## config.mk

```make
export PLATFORM = sky130hd
export DESIGN_NAME = lzwe_hash
export DESIGN_NICKNAME = d
export VERILOG_FILES = /design/src/rtl/lzwe_pkg.sv /design/src/rtl/lzwe_hash.sv
export SDC_FILE = /design/constraint.sdc
export NUM_CORES = 1
export LEC_CHECK = 0
export BUFFER_PORTS_ARGS = -buffer_cell sky130_fd_sc_hd__buf_2
export CAP_MARGIN = 25
export CORE_MARGIN = 3
export CORE_UTILIZATION = 30
export DETAILED_ROUTE_END_ITERATION = 10
export REMOVE_ABC_BUFFERS = 1
export SLEW_MARGIN = 10
export SYNTH_ARGS = -nofsm -noshare
export SYNTH_HDL_FRONTEND = slang
export SYNTH_SLANG_ARGS = --single-unit
export TNS_END_PERCENT = 20
```

## constraint.sdc

```tcl
create_clock -name vclk -period 5.7
set_input_delay 0.855 -clock vclk [all_inputs]
set_output_delay 0.855 -clock vclk [all_outputs]
set_load 0.02 [all_outputs]
```

## src/rtl/lzwe_pkg.sv

```systemverilog
// ----------------------------------------------------------------------------
// LZW byte encoder package
// Shared widths, constants and the dictionary write beat type.
// ----------------------------------------------------------------------------
`default_nettype none

package lzwe_pkg;

  // dictionary and alphabet sizes
  localparam int DICT_ENTRIES = 65536;
  localparam int ROOT_SYMBOLS = 256;
  localparam int CODE_W       = $clog2(DICT_ENTRIES);
  localparam int NF_W         = CODE_W + 1;
  localparam int BYTE_W       = 8;

  // hash table of chain heads
  localparam int HASH_W       = 16;
  localparam logic [HASH_W-1:0] HASH_MULT = HASH_W'(16'h009D);

  // code width limits
  localparam int WIDTH_W      = 5;
  localparam logic [WIDTH_W-1:0] START_WIDTH = WIDTH_W'(9);
  localparam logic [WIDTH_W-1:0] MAX_WIDTH   = WIDTH_W'(16);

  // one dictionary insert: entry at code, chain link, and new head for slot
  typedef struct packed {
    logic              en;
    logic [CODE_W-1:0] code;
    logic [HASH_W-1:0] slot;
    logic [CODE_W-1:0] prefix;
    logic [BYTE_W-1:0] suffix;
    logic [CODE_W-1:0] link;
  } dict_wr_t;

endpackage

`default_nettype wire

```

## src/rtl/lzwe_hash.sv

```systemverilog
// ----------------------------------------------------------------------------
// LZW hash unit
// Folds a (prefix, byte) pair into a chain-head slot index. Shared between
// the lookup and the chain-entry check.
// ----------------------------------------------------------------------------
`default_nettype none

module lzwe_hash (
  input  wire logic [lzwe_pkg::CODE_W-1:0] prefix,
  input  wire logic [lzwe_pkg::BYTE_W-1:0] sym,
  output logic      [lzwe_pkg::HASH_W-1:0] slot
);

  logic [lzwe_pkg::HASH_W-1:0] sym_wide;
  logic [lzwe_pkg::HASH_W-1:0] sym_shift;
  logic [lzwe_pkg::HASH_W-1:0] sym_mult;
  logic [lzwe_pkg::HASH_W-1:0] prefix_wide;

  // prefix ^ (byte << 8) ^ (byte * 0x9D), kept to the slot width
  assign sym_wide    = lzwe_pkg::HASH_W'(sym);
  assign sym_shift   = sym_wide << 8;
  assign sym_mult    = sym_wide * lzwe_pkg::HASH_MULT;
  assign prefix_wide = lzwe_pkg::HASH_W'(prefix);
  assign slot        = prefix_wide ^ sym_shift ^ sym_mult;

endmodule

`default_nettype wire

```

* Yosys cells after proc, flatten, opt, wreduce, memory -nomap -nowiden
Index checks and enable logic that the tools add are counted.
** Word-level totals
- Word-level logic and storage cells :: 3
- Register bits :: 0
- Output and inout bits :: 16
** Cells by class
- Bitwise operators :: 2
- $mul :: 1
** Operators by type and width (count)
- $xor 16x16->16 :: 2
- $mul 8x8->16 const B :: 1

* Longest topological paths before layout
- Depth after elaboration :: 2
- Depth in mapped cells :: 14
- Depth with buffers taken out :: 14

* Worst setup path before layout
Ideal clock, no wire load.
- Kind :: in2out
- Start point :: input port sym[4] in the netlist's numbering
- End point :: output port slot[15] in the netlist's numbering
- Path slack :: 336 ps
- Data required time :: 4845 ps
- Cell stages on the path :: 14
- Arrival :: 4509 ps
- Cells stage by stage :: inv_1 fa_1 inv_1 ha_1 inv_1 fa_1 fa_1 inv_1 ha_1 a21o_1 o21bai_2 a31oi_4 mux2i_1 a2111oi_2
** On the way
- Cells in the longest elaborated chain, start to end :: 2
** Ends and longest elaborated chain
- start, declared :: line lzwe_hash.sv:10 : input wire logic [lzwe_pkg::BYTE_W-1:0] sym,
- $mul 8x8->16 :: line lzwe_hash.sv:22 : assign sym_mult = sym_wide * lzwe_pkg::HASH_MULT;
- $xor 16x16->16 :: line lzwe_hash.sv:24 : assign slot = prefix_wide ^ sym_shift ^ sym_mult;
- end, declared :: line lzwe_hash.sv:11 : output logic [lzwe_pkg::HASH_W-1:0] slot
Every way passes these cells.

* Worst setup path after layout
- Start point :: input port sym[5] in the netlist's numbering
- End point :: output port slot[15] in the netlist's numbering
Same word-level chain as after synthesis.

==> impl_results.md <==
* Initial antenna violation count at 0
* Top-level port count at 40
* DRT met1 WL at approximately 1400 um
* Highest metal used: met3
* Die Footprint at 0.00577 mm^2
* Max Freq at between 150 and 200 MHz
* Crit path DAT at 4620 ps
* Antenna Nets Post-Route at 0
* Post-Route Setup TNS at 0 ps
* Fill cell count at about 480
* Cell Rows at 24
* Global-route wire length before repair at ~5100 um
* Pwr dens at around 370 mW/mm^2
* Max rail drop VDD at 0.000148 V
* Drt drc at 0
* Fin. Hold Viols at 0
* Initial Utilization at between 30% and 40%
* Worst slew pin tran at roughly 430 ps
* Critical Setup Path Class: input pin to primary output
* Post-synth top area share at around 31%
* Status: finished clean
* Mapped Area at 0.00147 mm^2
* MaxCap Viol Count at 0
* Met3 WL post-DR at approximately 61 um
* Yosys cell types at 25
* Crit path launch type: input pin
* Largest net degree at the start of global routing at 9
* Post-route minimum period at 5470 ps
* Cell count after synthesis at 169
* DR iter-0 viols at between 40 and 50
* Commonest non-fill, non-tap cells in the layout: inv_1, buf_2, ha_1, xnor2_1, fa_1
* Util after Layout at about two fifths
* Vias in the first global route at ~1100
* Syn. warnings at 0
* NumNets Final at 288
* P_leak at 0.975 nW
* Yosys top cell by area: ha_1
* Crit share post-route at 96.0%
* Seq/Total Area, Yosys at 0%
* CP required at 4850 ps
* Seq. cell area at 0 um^2
* Syn avg cell area at slightly below 9 um^2
* Critical path endpoint category: primary output
* Final setup fails at 0
* Crit Path Max Fanout at 4
* GPL Wtd Cong at between 0.7 and 0.8
* Total Routing Usage GR at about a tenth
* Port Buf Inserts at 40
* Core area at between 0.004 and 0.005 mm^2
* Chip Height at ~76 um
* Grt total ovfl at 0
* Die width at 75.9 um
* Share of cells above drive strength 1 at 22.3%
* Pre-antenna DRT Iters at 4
* Diode count at 0
* Vias/cell at ~4.3
* Clock buf count at 0
* Area growth, synth to finish at 20.5%
* Max-slew violation count at 0
* Routed WL at just over 3000 um
* Top post-synthesis cells by area: ha_1, fa_1, xnor2_1, inv_1, xor2_1
* Wire per inst at roughly 11 um
* FFs & Latches at 0
* Via count at roughly 1200
* Hold_buf cts at 0
* Final HPWL DP at approximately 2800 um
* Commonest non-fill, non-tap cell in the layout: inv_1
* Max-slew headroom at a little under three quarters
* Detail Route met2 WL at about 1500 um
* Hold WS at 1990 ps
* Worst min path class: input pin to primary output
* RSZ-0062 raised after global routing: no
[worst paths after layout]
check      start  cells after the start  slack [ps]        to
min    prefix[0]                      3        1990   slot[0]
max       sym[5]                     16         230  slot[15]
[cell usage after synthesis (all sizes together)]
library cell,number
nor4,1
xor2,11
ha,36
nand2,5
xnor2,20
a21oi,6
fa,15
inv,42
nand3,3
nor2,3
clkbuf,1
and3,1
o211ai,3
o41ai,1
a2111oi,1
o21bai,1
o21ai,4
nor3,5
mux2i,1
and2,1
a21o,4
a31oi,2
a211oi,2
[area by class of cell]
type | instances | area (um^2) | share of cell area [%]
inverter | 42 | 158 | 8.92
timing repair buffer | 43 | 223 | 12.6
multi-input combinational | 126 | 1310 | 73.9
tap | 65 | 81.3 | 4.60
[cells by family (layout without fill, tap and decap cells)]
logic type      after synthesis  in the layout  share of synthesized area, %
xor+xnor                     31             31                          18.5
simple gates                 19             19                          6.05
mux                           1              1                         0.682
buf+inv                      43             85                          11.0
fa+ha+maj                    51             51                          51.2
compound gates               24             24                          12.6
[through the flow]
step                worst slack, ps  instance area, um^2  cells  power (mW)
global placement                190                 1760    275       0.648
floorplan                       336                 1460    168       0.488
global route                   17.1                 1770    276       0.721
finish                          227                 1770    276       0.649
detailed placement              135                 1760    275       0.651
CTS                             124                 1760    275       0.654
[layer usage]
layer / up-vias / global-route usage (%)
met4: 0 / 0
met3: 0 / 0.355
met2: 14 / 18.4
met5: - / 0
li1: 635 / -
met1: 541 / 14.7
[what timing repair did]
item,CTS,global route
setup buffers,0,1
endpoints found under the setup margin,0,1
resized for setup,0,0
[power breakdown]
group | total (mW) | internal (mW) | switching (mW)
Clock | 0 | 0 | 0
Sequential | 0 | 0 | 0
Combinational | 0.649 | 0.272 | 0.377
[critical path, cell delays in order]
cell       delay [ps]
buf_2             130
inv_1             110
fa_1              510
inv_1              40
ha_1              270
inv_1              50
fa_1              500
fa_1              540
inv_1              40
ha_1              340
a21o_1            190
o21bai_2          220
a31oi_4           190
mux2i_1           110
a2111oi_2         310
buf_2             210
Power figures use the tool's default switching activity.
